File: config.mk
export PLATFORM = sky130hd
export DESIGN_NAME = sww_div_cell
export DESIGN_NICKNAME = d
export VERILOG_FILES = /design/src/hw/rtl/shallow_water_wave_speeds_assert.svh /design/src/hw/rtl/sww_pkg.sv /design/src/hw/rtl/sww_div_cell.sv
export SDC_FILE = /design/constraint.sdc
export NUM_CORES = 1
export LEC_CHECK = 0
export BUFFER_PORTS_ARGS = -buffer_cell sky130_fd_sc_hd__buf_2
export CELL_PAD_IN_SITES_DETAIL_PLACEMENT = 1
export CELL_PAD_IN_SITES_GLOBAL_PLACEMENT = 1
export CORE_AREA = 2 2 142 144
export CTS_CLUSTER_DIAMETER = 100
export DETAILED_ROUTE_END_ITERATION = 10
export DIE_AREA = 0 0 144 146
export GPL_ROUTABILITY_DRIVEN = 0
export PLACE_DENSITY = 0.82
export SYNTH_ARGS = -nofsm -noshare
export SYNTH_HDL_FRONTEND = slang
export SYNTH_SLANG_ARGS = --single-unit
File: constraint.sdc
create_clock -name clk -period 3.51 [get_ports clk]
set_input_delay 0.5265 -clock clk [delete_from_list [all_inputs] [get_ports clk]]
set_output_delay 0.5265 -clock clk [all_outputs]
set_load 0.01 [all_outputs]
File: src/hw/rtl/shallow_water_wave_speeds_assert.svh
// assertion helpers for the wave speed block, clocked on clk and held off during rst
`ifndef SHALLOW_WATER_WAVE_SPEEDS_ASSERT_SVH
`define SHALLOW_WATER_WAVE_SPEEDS_ASSERT_SVH

// consequence in the same cycle
`define SWW_ASSERT_SAME(label, ante, cons, msg) \
  label: assert property (@(posedge clk) disable iff (rst) (ante) |-> (cons)) \
    else $error(msg);

// consequence in the next cycle
`define SWW_ASSERT_NEXT(label, ante, cons, msg) \
  label: assert property (@(posedge clk) disable iff (rst) (ante) |=> (cons)) \
    else $error(msg);

`endif

File: src/hw/rtl/sww_pkg.sv
`timescale 1ns / 1ps
`default_nettype none

package sww_pkg;

  localparam int H_W = 31;
  localparam int V_W = 32;
  localparam int CFG_IDX_W = 2;

  localparam logic [H_W-1:0] H_MAX = {H_W{1'b1}};
  localparam logic [H_W-1:0] GRAVITY_RESET = 31'd642908;
  localparam logic [H_W-1:0] DRY_HEIGHT_RESET = 31'd66;

  typedef enum logic [CFG_IDX_W-1:0] {
    CFG_GRAVITY    = 2'd0,
    CFG_DRY_HEIGHT = 2'd1
  } cfg_reg_t;

  typedef struct packed {
    logic [H_W-1:0]        h_left;
    logic signed [V_W-1:0] u_left;
    logic [H_W-1:0]        h_right;
    logic signed [V_W-1:0] u_right;
  } in_t;

  typedef struct packed {
    logic signed [V_W-1:0] speed_left_minus;
    logic signed [V_W-1:0] speed_left_plus;
    logic signed [V_W-1:0] speed_right_minus;
    logic signed [V_W-1:0] speed_right_plus;
    logic signed [V_W-1:0] speed_face_minus;
    logic signed [V_W-1:0] speed_face_plus;
    logic [H_W-1:0]        left_vector_scale;
    logic [H_W-1:0]        right_vector_scale;
  } out_t;

endpackage

`default_nettype wire

File: src/hw/rtl/sww_div_cell.sv
`timescale 1ns / 1ps
`default_nettype none

// one restoring divide step: brings in dividend bit K of num * 2^SH
module sww_div_cell #(
  parameter int SH = 32,
  parameter int QW = 63,
  parameter int K  = 0
) (
  input  wire logic                    clk,
  input  wire logic                    en,
  input  wire logic [sww_pkg::H_W-1:0] num_in,
  input  wire logic [sww_pkg::H_W-1:0] den_in,
  input  wire logic [sww_pkg::H_W-1:0] rem_in,
  input  wire logic [QW-1:0]           q_in,
  output logic      [sww_pkg::H_W-1:0] num_out,
  output logic      [sww_pkg::H_W-1:0] den_out,
  output logic      [sww_pkg::H_W-1:0] rem_out,
  output logic      [QW-1:0]           q_out
);

  logic                    nbit;
  logic [sww_pkg::H_W:0]   rem_s;
  logic [sww_pkg::H_W:0]   diff;
  logic                    fits;
  logic [sww_pkg::H_W-1:0] rem_next;

  generate
    if (K >= SH) begin : g_num_bit
      assign nbit = num_in[K-SH];
    end else begin : g_zero_bit
      assign nbit = 1'b0;
    end
  endgenerate

  always_comb begin
    rem_s = {rem_in, nbit};
    diff = rem_s - {1'b0, den_in};
    fits = (rem_s >= {1'b0, den_in});
    rem_next = fits ? diff[sww_pkg::H_W-1:0] : rem_s[sww_pkg::H_W-1:0];
  end

  always_ff @(posedge clk) begin
    if (en) begin
      num_out <= num_in;
      den_out <= den_in;
      rem_out <= rem_next;
      q_out <= {q_in[QW-2:0], fits};
    end
  end

endmodule

`default_nettype wire

Yosys cells after proc, flatten, opt, wreduce, memory -nomap -nowiden
Index checks and enable logic that the tools add are counted.
Widths: inputs -> output; s select.
{"block": "totals", "register_bits": 156}
{"block": "classes", "addsub": 1, "order_cmp": 1, "muxes": 1}
{"cell": "$ge 32x31->1", "count": 1}
{"cell": "$mux 31", "count": 1}
{"cell": "$sub 31x31->31", "count": 1}

Longest topological paths before layout
{"block": "logic_depth", "ltp_word": 2, "depth_mapped": 13, "depth_no_buf": 10}

Worst setup path after synthesis
No wires, ideal clock.
{"block": "synth_path", "kind": "input-to-reg", "from": "input den_in[0] (netlist bit)", "to": "register rem_out[1] (netlist bit), data pin", "arrival_time_ns": 2.603, "slack_ns": 0.645, "stages": 10, "path_cell_list": "inv_1 > fa_1 > a211oi_1 > nor3_1 > nor2_1 > o31ai_4 > o21ai_1 > o211a_2 > buf_6 > mux2_1"}
{"block": "synth_via", "elab_chain_len": 2, "word_cells_on_any_way": 3}
{"item": "start, declared", "line": "sww_div_cell.sv:13", "source": "input wire logic [sww_pkg::H_W-1:0] den_in,"}
{"item": "$sub 31x31->31 or $ge 32x31->1 (tied branches)", "line": "sww_div_cell.sv:38, sww_div_cell.sv:39"}
{"item": "$mux 31 *", "line": "sww_div_cell.sv:40", "source": "rem_next = fits ? diff[sww_pkg::H_W-1:0] : rem_s[sww_pkg::H_W-1:0];"}
{"item": "named net rem_next, one bit", "line": "sww_div_cell.sv:26", "source": "logic [sww_pkg::H_W-1:0] rem_next;"}
{"item": "end signal, assigned", "line": "sww_div_cell.sv:47", "source": "rem_out <= rem_next;"}
{"item": "end, declared", "line": "sww_div_cell.sv:18", "source": "output logic [sww_pkg::H_W-1:0] rem_out,"}
Mark *: on every way through the listed nets, which the timed path passes. The rest lies on a longest branch.
A chain may end at the register's enable or synchronous reset.

Final worst setup path
{"block": "layout_path", "from": "input den_in[0] (netlist bit)", "to": "register rem_out[30] (netlist bit), data pin"}
Same word-level chain as after synthesis.

==> reports/results.tsv <==
metric	value	unit
clock transition at the registers of the reported paths	80	ps
H-tree depth	4	
top sig layer	met5	
cts bufs inserted	17	
Die ar.	0.0210	mm2
Slew HR	65.9	%
CP Cell Sequence	buf_2, inv_1, fa_1, a211oi_1, nor3_1, o211ai_1, a31oi_1, o21ai_0, o21ai_0, xnor2_1, o21ai_1	
Synth Net Count	691	
final worst-path setup slack	517	ps
Hold Path Origin	q_in[61]	
critical path class	in2reg	
DRC	0	
max cap viols	0	
vias in the first global route	5742	
status	complete, no violations	
# port buffers	312	
Buf/Inv on CP	2	
Sw Share	28.7	%
Root Buffer	clkbuf_16	
vias	5399	
Pint	3.57	mW
RSZ-0062 raised after global routing	false	
Pleak	4.06	nW
ys flop type	edfxtp_1	
Tmin final	2990	ps
met3 wire len	1740	um
Slew @ Worst Pin	508	ps
hold_buf cts	0	
met2 wire length	12500	um
final critical-path share of the clock period	85.3	%
Crit path depth	11	
Pins Over Slew Limit	0	
crit path launch	den_in[0]	
DP HPWL	17900	um
EDFF count, synth	156	
peak supply drop	0.339	mV
Design Area, Final	0.00937	mm2
# setup viols final	0	
Clock Power Share	36.1	%
dpl cells	1069	
register area share after synthesis	68.0	%
Cell Pwr Density	535	mW/mm2
Sequential Power Share	46.1	%
Async SR Flop Fraction	0	%
Hold Slack	265	ps
Filler Cells Inserted	2112	
Rows	51	
clk sinks	156	
Core Area	0.0193	mm2
Final Instance Count excl. Fillers	1102	
Initial DRT Pass Iterations	4	
Critical Path AT	3160	ps
Post-CTS Setup Repair Bufs	0	
CP max stage cell	fa_1	
die extent in x	144	um
critical path startpoint category	primary input	
DP Area	0.00878	mm2
Distinct cells, synth	53	
required time worst endpoint	3680	ps
Gates resized, CTS repair	0	
M1 WL	8110	um
Initial Util	35.6	%
mean area per synthesized cell	13.7	um2
Place WS	171	ps
CTS tree	built	
Max clock buf depth	2	
# IOs	314	
total grt overflow	0	
Hold Crit Class	in2reg	
Overall Power	5.01	mW
Cell Area, Synth	0.00689	mm2
vias per cell	4.90	
largest net degree at the start of global routing	96	
cell family with most CP delay	compound AO/OA/AOI/OAI gates	
Seq cells post-synth	156	
DR WL/cell	20.8	um
endpoints failing hold	0	
final WL	23000	um
Worst setup EP type	flip-flop	
CP max FO	3	
Antenna Nets Post-Route	0	
Iter 0 DRT Violations	243	
first-pass GRT wire length	33500	um
Critical Path Most Common Cell	o21ai_0	
final net count	1013	
final core utilization	48.5	%
Synthesis Warnings	0	
Mapped Cells	501	
Sum Neg Setup Slack	0	ps
Area growth, synth to finish	36.0	%
initial antenna violation count	3	
GRT Util Overall	21.4	%
Switching Power	1.44	mW
slowest stage delay, CP	510	ps
layout cell share with drive strength beyond 1	43.4	%
Max Clk Rate	334	MHz
Min-Delay Path Depth	1	
combinational power share	17.8	%
Die Span Y	146	um
layout by cell type (no fill, tap or decap), drive strengths merged, types with 6 or more instances in the layout:
cell and instances:
nand2 40, xnor2 15, o21bai 6, buf 321
a21oi 26, nor2 18, o21a 7, a211oi 9
a21o 9, o21ai 44, xor2 11, edfxtp 156
inv 48, clkbuf 18, ha 31, nand4 9
nand3 7
final timing paths:
kind | to
worst min-delay path | q_out[62]
worst max-delay path | rem_out[30]
cell usage after synthesis (2+ instances only):
cell type | instances | share of area, %
and3_1 | 2 | 0.18
a211oi_1 | 8 | 0.87
mux2_1 | 2 | 0.33
nor2b_1 | 3 | 0.27
nand3_1 | 7 | 0.51
nand2b_1 | 2 | 0.18
o21bai_1 | 6 | 0.65
ha_1 | 31 | 5.6
nor4_1 | 2 | 0.18
nor3_1 | 5 | 0.36
inv_1 | 40 | 2.2
o21ai_0 | 33 | 2.4
edfxtp_1 | 156 | 68
or3_1 | 2 | 0.18
o21a_1 | 7 | 0.76
xor2_1 | 11 | 1.4
o2111ai_1 | 3 | 0.38
a21o_1 | 9 | 0.98
a21oi_1 | 26 | 1.9
o21ai_1 | 11 | 0.80
nand4_1 | 9 | 0.82
buf_2 | 5 | 0.36
o41ai_1 | 2 | 0.25
o31ai_1 | 3 | 0.33
nor2_1 | 18 | 0.98
xnor2_1 | 15 | 1.9
or2_2 | 3 | 0.27
o211ai_1 | 3 | 0.33
nand2_1 | 40 | 2.2
a31oi_1 | 4 | 0.36
clkbuf_1 | 11 | 0.60
state kept, by name, indices dropped and copies added (netlist names):
signal,cells
rem_out,31
den_out,31
num_out,31
q_out,63
metal layers:
| metal | track usage (%) | vias to the layer above |
|---|---|---|
| li1 | - | 2527 |
| met1 | 22.0 | 2616 |
| met2 | 40.4 | 212 |
| met3 | 6.65 | 40 |
| met4 | 7.55 | 4 |
| met5 | 0 | - |
power groups by stage:
| stage | Sequential [mW] | Combinational (mW) | Clock (mW) |
|---|---|---|---|
| final | 2.31 | 0.890 | 1.81 |
| after global routing | 2.33 | 0.968 | 1.91 |
| after CTS | 2.31 | 0.898 | 1.86 |
| after detailed placement | 2.35 | 0.890 | 0 |
| after global placement | 2.34 | 0.860 | 0 |
| after floorplan | 2.45 | 0.346 | 0 |
area by class of cell:
cell class	instances	area, um2	share of cell area (%)
sequential	156	4680	50.0
inverter	40	150	1.60
clock buffer	18	429	4.58
multi-input combinational	287	1970	21.0
tap	265	332	3.54
clock inverter	14	151	1.62
antenna	1	2.50	0.0267
timing repair buffer	321	1650	17.6
kinds of logic (layout without fill, tap and decap cells):
logic type | after synthesis | in the layout | share of synthesized area [%]
DFF | 156 | 156 | 68.0
AOI/OAI and AO/OA | 127 | 127 | 12.0
other | 0 | 1 | 0
xor gates and xnor gates | 26 | 26 | 3.31
muxes | 3 | 3 | 0.490
and+or+nand+nor | 99 | 99 | 6.85
adders and majority gates | 32 | 32 | 5.92
buffers and inverters | 58 | 393 | 3.38
Note: power is estimated with default switching activity, not from simulation.
