File: src/hw/rtl/shallow_water_wave_speeds_assert.svh
// assertion helpers for the wave speed block, clocked on clk and held off during rst
`ifndef SHALLOW_WATER_WAVE_SPEEDS_ASSERT_SVH
`define SHALLOW_WATER_WAVE_SPEEDS_ASSERT_SVH

// consequence in the same cycle
`define SWW_ASSERT_SAME(label, ante, cons, msg) \
  label: assert property (@(posedge clk) disable iff (rst) (ante) |-> (cons)) \
    else $error(msg);

// consequence in the next cycle
`define SWW_ASSERT_NEXT(label, ante, cons, msg) \
  label: assert property (@(posedge clk) disable iff (rst) (ante) |=> (cons)) \
    else $error(msg);

`endif

File: src/hw/rtl/sww_sqrt_cell.sv
`timescale 1ns / 1ps
`default_nettype none

// one digit of the bitwise integer square root, consumes x bits 2*STEP+1:2*STEP
module sww_sqrt_cell #(
  parameter int XW   = 64,
  parameter int STEP = 0
) (
  input  wire logic                clk,
  input  wire logic                en,
  input  wire logic [XW-1:0]       x_in,
  input  wire logic [XW/2-1:0]     res_in,
  input  wire logic [XW/2+1:0]     rem_in,
  output logic      [XW-1:0]       x_out,
  output logic      [XW/2-1:0]     res_out,
  output logic      [XW/2+1:0]     rem_out
);

  localparam int RW = XW / 2;

  logic [RW+3:0] rem_s;
  logic [RW+3:0] trial;
  logic [RW+3:0] diff;
  logic          fits;
  logic [RW+1:0] rem_next;

  always_comb begin
    rem_s = {rem_in, x_in[2*STEP+1 -: 2]};
    trial = {2'b00, res_in, 2'b01};
    diff = rem_s - trial;
    fits = (rem_s >= trial);
    rem_next = fits ? diff[RW+1:0] : rem_s[RW+1:0];
  end

  always_ff @(posedge clk) begin
    if (en) begin
      x_out <= x_in;
      res_out <= {res_in[RW-2:0], fits};
      rem_out <= rem_next;
    end
  end

endmodule

`default_nettype wire

File: config.mk
export PLATFORM = sky130hd
export DESIGN_NAME = sww_sqrt_cell
export DESIGN_NICKNAME = d
export VERILOG_FILES = /design/src/hw/rtl/shallow_water_wave_speeds_assert.svh /design/src/hw/rtl/sww_sqrt_cell.sv
export SDC_FILE = /design/constraint.sdc
export NUM_CORES = 1
export LEC_CHECK = 0
export BUFFER_PORTS_ARGS = -buffer_cell sky130_fd_sc_hd__buf_2
export CORE_ASPECT_RATIO = 0.8
export CORE_MARGIN = 5
export CORE_UTILIZATION = 44
export DETAILED_ROUTE_END_ITERATION = 8
export PLACE_DENSITY = 0.77
export SLEW_MARGIN = 0
export SYNTH_ARGS = -nofsm -noshare
export SYNTH_HDL_FRONTEND = slang
export SYNTH_SLANG_ARGS = --single-unit
File: constraint.sdc
create_clock -name clk -period 2.29 [get_ports clk]
set_input_delay 0.1145 -clock clk [delete_from_list [all_inputs] [get_ports clk]]
set_output_delay 0.1145 -clock clk [all_outputs]
set_load 0.005 [all_outputs]
# == Yosys cells after proc, flatten, opt, wreduce, memory -nomap -nowiden ==
# Index checks and enable logic that the tools add are counted.
# op_classes
order_cmp,1
add_sub_neg,1
n_mux,1
# ops
op,count
36-bit by 34-bit >= comparator with 1-bit output,1
34-bit two-way mux,1
34-bit subtractor,1
# word_totals
out_inout_bits,130
elab_cells,6
ff_bits,130

# == Logic depth before layout (Yosys ltp) ==
# Gate-level depths: netlist of run 1.
# depth
depth_word,2
mapped_depth,13
mapped_depth_nobuf,10

# == Least setup slack after synthesis of run 1 ==
# Ideal clock, no wire load.
# synth_path
path_type,in2reg
start,in res_in[9]
end,reg rem_out[27] (data pin)
setup_time_ns,0.260
arrival_time_ns,2.113
path_stages,10
t_required_ns,2.030
path_slack_ns,-0.083
cell_sequence,inv_1 ha_1 a21o_1 a31o_1 a211oi_4 o211ai_2 a21bo_2 mux2i_1 o221ai_1 mux2_4
# synth_between
elab_chain_len,2
elab_cells_between_ends,3
classes_between,add/sub: 1; order compare: 1; mux: 1
# synth_lines
element,line_no,text
start: declaration,sww_sqrt_cell.sv:12,"input wire logic [XW/2-1:0] res_in,"
34-bit subtractor or 36-bit by 34-bit >= comparator with 1-bit output (tied branches),"sww_sqrt_cell.sv:30, sww_sqrt_cell.sv:31",
34-bit two-way mux *,sww_sqrt_cell.sv:32,rem_next = fits ? diff[RW+1:0] : rem_s[RW+1:0];
via rem_next[27],sww_sqrt_cell.sv:25,logic [RW+1:0] rem_next;
end signal: assignment,sww_sqrt_cell.sv:39,rem_out <= rem_next;
end: declaration,sww_sqrt_cell.sv:16,output logic [XW/2+1:0] rem_out
# The timed path passes the listed nets; every way through them passes the cells marked *.
# A chain may end at the register's enable or synchronous reset.

# == Worst setup path after layout of run 1 ==
# layout_path
start,in res_in[0]
end,reg rem_out[22] (data pin)
# The elaborated chain is that of the path after synthesis.

==> results of run 1 <==
[power breakdown]
part	switching [W]	internal [W]
Combinational	0.000785	0.000817
Clock	0.00117	0.00175
Sequential	0.0000771	0.00291
[layout make-up]
cell class	count	area, um^2
Clock buffer	17	425
Clock inverter	15	195
Multi-Input combinational cell	319	2260
Timing Repair Buffer	467	3190
Antenna cell	1	2.50
Fill cell	900	3830
Sequential cell	130	3900
Tap cell	184	230
Inverter	43	163
[cell families after synthesis]
logic type / share of synthesized area (%)
xor+xnor: 3.72
fa+ha+maj: 6.69
flops: 61.4
buf+inv: 3.82
simple gates: 8.82
mux: 0.866
compound gates: 14.7
[layer usage]
metal,GRT usage (%),part of all wire (%),wire (um),up-vias
met5,0.929,0,0,-
met3,9.34,11,2490,62
met2,43.8,48,11200,334
met4,11.9,4.2,987,0
met1,32.3,37,8750,2892
li1,-,-,-,2823
[stage by stage]
stage	total power, W	utilization (%)
after floorplan	0.00363	-
after global placement	0.00436	60.1
after detailed placement	0.00440	60.1
after CTS	0.00744	72.7
after global routing	0.00781	73.0
final	0.00752	73.0
[repair_timing]
item,4_1_cts,5_1_grt
endpoints found under the hold margin,117,0
buffers inserted,0,0
hold buffers,117,0
endpoints found under the setup margin,0,23
resized for setup,0,7
[worst max-delay path, delay by kind of cell]
| family | cells | cell delay, ps |
|---|---|---|
| buffers and inverters | 2 | 140 |
| XOR/XNOR | 1 | 190 |
| adder cells (fa/ha/maj) | 1 | 330 |
| AND/OR/NAND/NOR | 1 | 160 |
| AO/OA/AOI/OAI | 6 | 1390 |
[final timing paths]
path                 endpoint  slack, ps  cells after the start       start
setup / recovery  rem_out[22]        120                     11   res_in[0]
hold / removal    rem_out[24]          6                      3  rem_in[22]
[state kept, by name, summed over array words and instances, names as in the netlist]
| signal | flops |
|---|---|
| rem_out | 34 |
| res_out | 32 |
| x_out | 64 |
[synth_stat cells, drive strengths merged, types with 2 or more instances]
cell	instances
edfxtp	130
nand2	58
o21ai	46
inv	42
ha	34
a21oi	28
a21o	20
nor2	18
xnor2	14
xor2	13
nor3	10
buf	7
clkbuf	7
nand4	7
nand3	6
a31oi	5
and2	5
and3	5
nand2b	5
o31ai	5
mux2i	4
o211ai	3
o21a	3
o41ai	3
a211oi	2
a21boi	2
a31o	2
o221ai	2
o31a	2
==> out/qor.yml, run 1 <==
status:
  outcome: "finished clean"
place:
  place.gp.congestion: 0.873
  port_buffers: 261
  placed_cell_area_mm2: 0.00854
  place.detailed.hpwl_um: 14800
  dp_cells: 1026
  dpl_worst_slack_ps: -310
timing:
  rsz0062_at_grt: "no"
  max_freq_ghz: 0.462
  tns_ps: 0
  period_share_pct: 94.6
  hold_violations: 0
  tightest_slew_ps: 507
  min_period_ps: 2170
  max-slew-margin-rel_pct: 66.2
  layout_setup_ws_ps: 123
  holdWs_ps: 6.01
  slew_violations: 0
  setup_viol: 0
setup_path:
  crit_path_cell_trace: "buf_2, inv_1, ha_1, nor2b_1, o31a_1, o21a_1, a311oi_2, o21ai_2, a31oi_4, xor2_1, o21ai_0"
  max_stage_delay_ps: 360
  cp_slowest_cell: "a311oi_2"
  worst_setup_path_start_kind: "primary input"
  arrival_ps: 2330
  crit_path_end_kind: "flop"
  worstPathRequired_ps: 2450
  path_max_fanout: 4
  crit_type: "primary input to flop"
global_route:
  grt_pass1_vias: 6216
  antenna_found_initial: 0
  track_usage_pct: 27.0
  grt_overflow: 0
  grt_max_degree: 51
  grt_pass1_wl_um: 35100
detailed_routing:
  drc: 0
  finalWirelength_um: 23400
  vias: 6111
  initialDrtViolationCount: 523
  drtPass1Iterations: 6
  wl_per_cell_um: 19.9
  avgViaCountPerCell: 5.20
  ant_nets: 0
synthesis:
  ys_seq_area_share_pct: 61.4
  netlist_instances: 506
  netlist.area_leader.share_pct: 61.4
  synth_area_leaders: "edfxtp_1 61%, ha_1 6.7%, nand2_1 3.4%"
  synthFlopType: "edfxtp_1"
  syn_avg_cell_area_um2: 12.6
  synth-async-reset-ratio_pct: 0
  synth_edf_count: 130
  synth_warnings: 0
  yosys.area.top_type: "edfxtp_1"
  synth.distinct_cells: 60
  synth_area_mm2: 0.00636
  synth-seq-cells: 130
  synth_fp_nets: 672
cts:
  clock_sinks: 130
  cts.htree.levels: 4
  cts_root_buf: "clkbuf_16"
  cts_tree: "built"
  clockBufferDepth: 2
  cts.clk_slew.worst_paths_ps: 60
  cts_buffers: 17
floorplan:
  die_width_um: 144
  die-area_mm2: 0.0170
  die-height_um: 118
  ioPinCount: 262
  core_area_mm2: 0.0142
  rows: 39
  initial_core_util_pct: 44.8
layout:
  layout-drive-gt1-share_pct: 41.4
  mostFrequentLayoutCell: "buf_2"
  fin_area_mm2: 0.0104
  syn_to_final_growth_pct: 63.2
  nNetsFinal: 1144
  final_cell_mix: "260 x buf_2, 130 x edfxtp_1, 117 x dlygate4sd3_1, 85 x buf_4, 58 x nand2_1"
  instances_no_fill: 1176
power:
  power_density_mw_per_mm2: 725
  peakVddDrop_v: 0.000727
  p_leak_nw: 4.71
worst_hold_path:
  min_path_type: "primary input to flop"
run:
  cap_violations: 0
Power figures use the tool's default switching activity.
==> run 2, diff against run 1 <==
--- a/config.mk
+++ b/config.mk
@@ -5,10 +5,11 @@
 export SDC_FILE = /design/constraint.sdc
 export NUM_CORES = 1
 export LEC_CHECK = 0
+export ABC_AREA = 1
 export BUFFER_PORTS_ARGS = -buffer_cell sky130_fd_sc_hd__buf_2
 export CORE_ASPECT_RATIO = 0.8
 export CORE_MARGIN = 5
-export CORE_UTILIZATION = 44
+export CORE_UTILIZATION = 45
 export DETAILED_ROUTE_END_ITERATION = 8
 export PLACE_DENSITY = 0.77
 export SLEW_MARGIN = 0
==> run 2 against run 1 <==
Non-clock buffer count is 62 lower. Clock power is 2% lower. Worst hold slack better by 14 ps. Via count is 14% higher. Setup slack worse by 65 ps. Sequential cell count stayed put. Critical endpoint is now rem_out[13]. Combinational power hardly changed. Maximum frequency is 2.9% lower. Synthesized cell count is 53% higher. First-iteration DRC count is 3.6% higher. Count of clock-buffer cells in the layout stayed put.
==> out/qor.yml, run 2 <==
status:
  outcome: "finished clean"
timing:
  tns_ps: 0
  setup_viol: 0
  tightest_slew_ps: 509
  min_period_ps: 2230
  rsz0062_at_grt: "yes"
  max-slew-margin-rel_pct: 66.0
  slew_violations: 0
  holdWs_ps: 20.0
  max_freq_ghz: 0.448
  hold_violations: 0
  period_share_pct: 97.5
floorplan:
  ioPinCount: 262
  die-area_mm2: 0.0180
  core_area_mm2: 0.0151
  die-height_um: 121
  initial_core_util_pct: 46.1
  rows: 40
  die_width_um: 149
cts:
  cts_buffers: 17
  clock_sinks: 130
  cts_root_buf: "clkbuf_16"
  clockBufferDepth: 2
  cts.clk_slew.worst_paths_ps: 60
  cts_tree: "built"
  cts.htree.levels: 4
setup_path:
  path_max_fanout: 8
  worstPathRequired_ps: 2460
  arrival_ps: 2400
  setup.worst_path.start: "res_in[16]"
  crit_path_end_kind: "flop"
  worst_setup_path_start_kind: "primary input"
  crit_type: "primary input to flop"
power:
  p_int_w: 0.00527
  comb_power_share_pct: 21.8
  power_density_mw_per_mm2: 691
  p_clk_share_pct: 38.2
  power_switching_w: 0.00219
  peakVddDrop_v: 0.000515
  switching_share_pct: 29.4
  p_leak_nw: 5.30
  sequentialPowerShare_pct: 40.0
detailed_routing:
  drtPass1Iterations: 5
  ant_nets: 0
  vias: 6940
  finalWirelength_um: 26400
  avgViaCountPerCell: 4.90
  wl_per_cell_um: 18.6
  initialDrtViolationCount: 542
  drc: 0
synthesis:
  netlist.area_leader.share_pct: 56.3
  netlist_instances: 774
  netlist_top_cells_count: "288 x nand2_1, 139 x inv_1, 130 x edfxtp_1, 49 x nor2_1, 38 x nand3_1"
  synth_most_common_cell: "nand2_1"
  synthFlopType: "edfxtp_1"
  synth_edf_count: 130
  ys_seq_area_share_pct: 56.3
  synth_area_mm2: 0.00694
  syn_avg_cell_area_um2: 8.97
  synth_warnings: 0
  synth.distinct_cells: 24
  synth_area_leaders: "edfxtp_1 56%, nand2_1 16%, inv_1 7.5%"
  yosys.area.top_type: "edfxtp_1"
  synth-seq-cells: 130
  synth_fp_nets: 940
  synth-async-reset-ratio_pct: 0
global_route:
  grt_overflow: 0
  grt_max_degree: 48
  track_usage_pct: 27.4
  grt_pass1_vias: 6896
  antenna_found_initial: 1
  grt_pass1_wl_um: 37900
layout:
  layout-drive-gt1-share_pct: 31.2
  instances_no_fill: 1416
  fin_area_mm2: 0.0108
  reg_top3: "x_out (64), rem_out (34), res_out (32)"
  syn_to_final_growth_pct: 55.5
  mostFrequentLayoutCell: "nand2_1"
  final_cell_mix: "274 x nand2_1, 260 x buf_2, 135 x inv_1, 130 x edfxtp_1, 125 x dlygate4sd3_1"
  largest_reg_flops: 64
  nNetsFinal: 1358
  regMostFlops: "x_out"
place:
  placed_cell_area_mm2: 0.00860
  dp_cells: 1255
  place.gp.congestion: 0.904
  port_buffers: 261
  place.detailed.hpwl_um: 16600
worst_hold_path:
  min_path_type: "primary input to flop"
  worstHoldStart: "rem_in[26]"
run:
  cap_violations: 0
==> run 2: power groups by stage <==
stage / registers (W) / clock network, W / logic [W]
after global routing: 0.00300 / 0.00301 / 0.00177
final: 0.00299 / 0.00285 / 0.00162
after global placement: 0.00300 / 0 / 0.00126
after floorplan: 0.00305 / 0 / 0.000613
after CTS: 0.00296 / 0.00282 / 0.00147
after detailed placement: 0.00301 / 0 / 0.00129
==> run 2: cell type report <==
cell class / instances / area, um^2
repair buffers: 405 / 2770
diodes: 1 / 2.50
clock buffers: 17 / 425
clock inverters: 15 / 171
well taps: 210 / 263
multi-input cells: 498 / 2730
inverters: 140 / 533
fillers: 1024 / 4280
flip-flops and latches: 130 / 3900
==> run 2: metrics by stage <==
step	setup slack, ps	utilization [%]	total power, W
CTS	13.5	69.4	0.00724
detailed placement	126	57.1	0.00429
global placement	168	57.1	0.00427
finish	58.0	71.6	0.00746
floorplan	523	-	0.00366
global route	-55.1	71.6	0.00778
==> run 2: metal layers <==
metal	vias up	wire (um)	share of wire (%)	global-route usage (%)
met4	0	741	2.8	9.95
met3	50	2560	9.7	7.73
met1	3179	10200	39	33.7
met5	-	0	0	0
li1	3317	-	-	-
met2	394	12900	49	46.5
==> run 2: path summary, 6_finish.rpt <==
path / to / slack, ps / cells past startpoint
worst min-delay path: rem_out[28] / 20 / 3
worst max-delay path: rem_out[13] / 60 / 17
==> run 2: logic make-up after synthesis <==
kind of cell    after synthesis  synth area share (%)
flops                       130                  56.3
xor+xnor                     18                  2.27
simple gates                404                  23.7
fa+ha+maj                    34                  6.13
compound gates               42                  3.19
buf+inv                     146                  8.42
==> run 2: worst max-delay path, cell delays in order <==
cell           delay, ps
dlygate4sd3_1        580
buf_2                170
inv_2                 60
ha_4                 250
nand2_2              110
inv_1                 50
nand2_1               60
nand2_1               70
inv_1                 60
nand2_1               70
a21oi_2              160
nand2_1               90
nand2_2              120
nand2_8               90
buf_4                180
nand2_1               70
nand2_1               90
==> run 2: repair_timing <==
| action | 4_1_cts | 5_1_grt |
|---|---|---|
| hold endpoints to repair | 125 | 0 |
| endpoints found under the setup margin | 0 | 35 |
| gates resized for setup | 0 | 65 |
| hold buffers | 125 | 0 |
| buffers inserted | 0 | 2 |
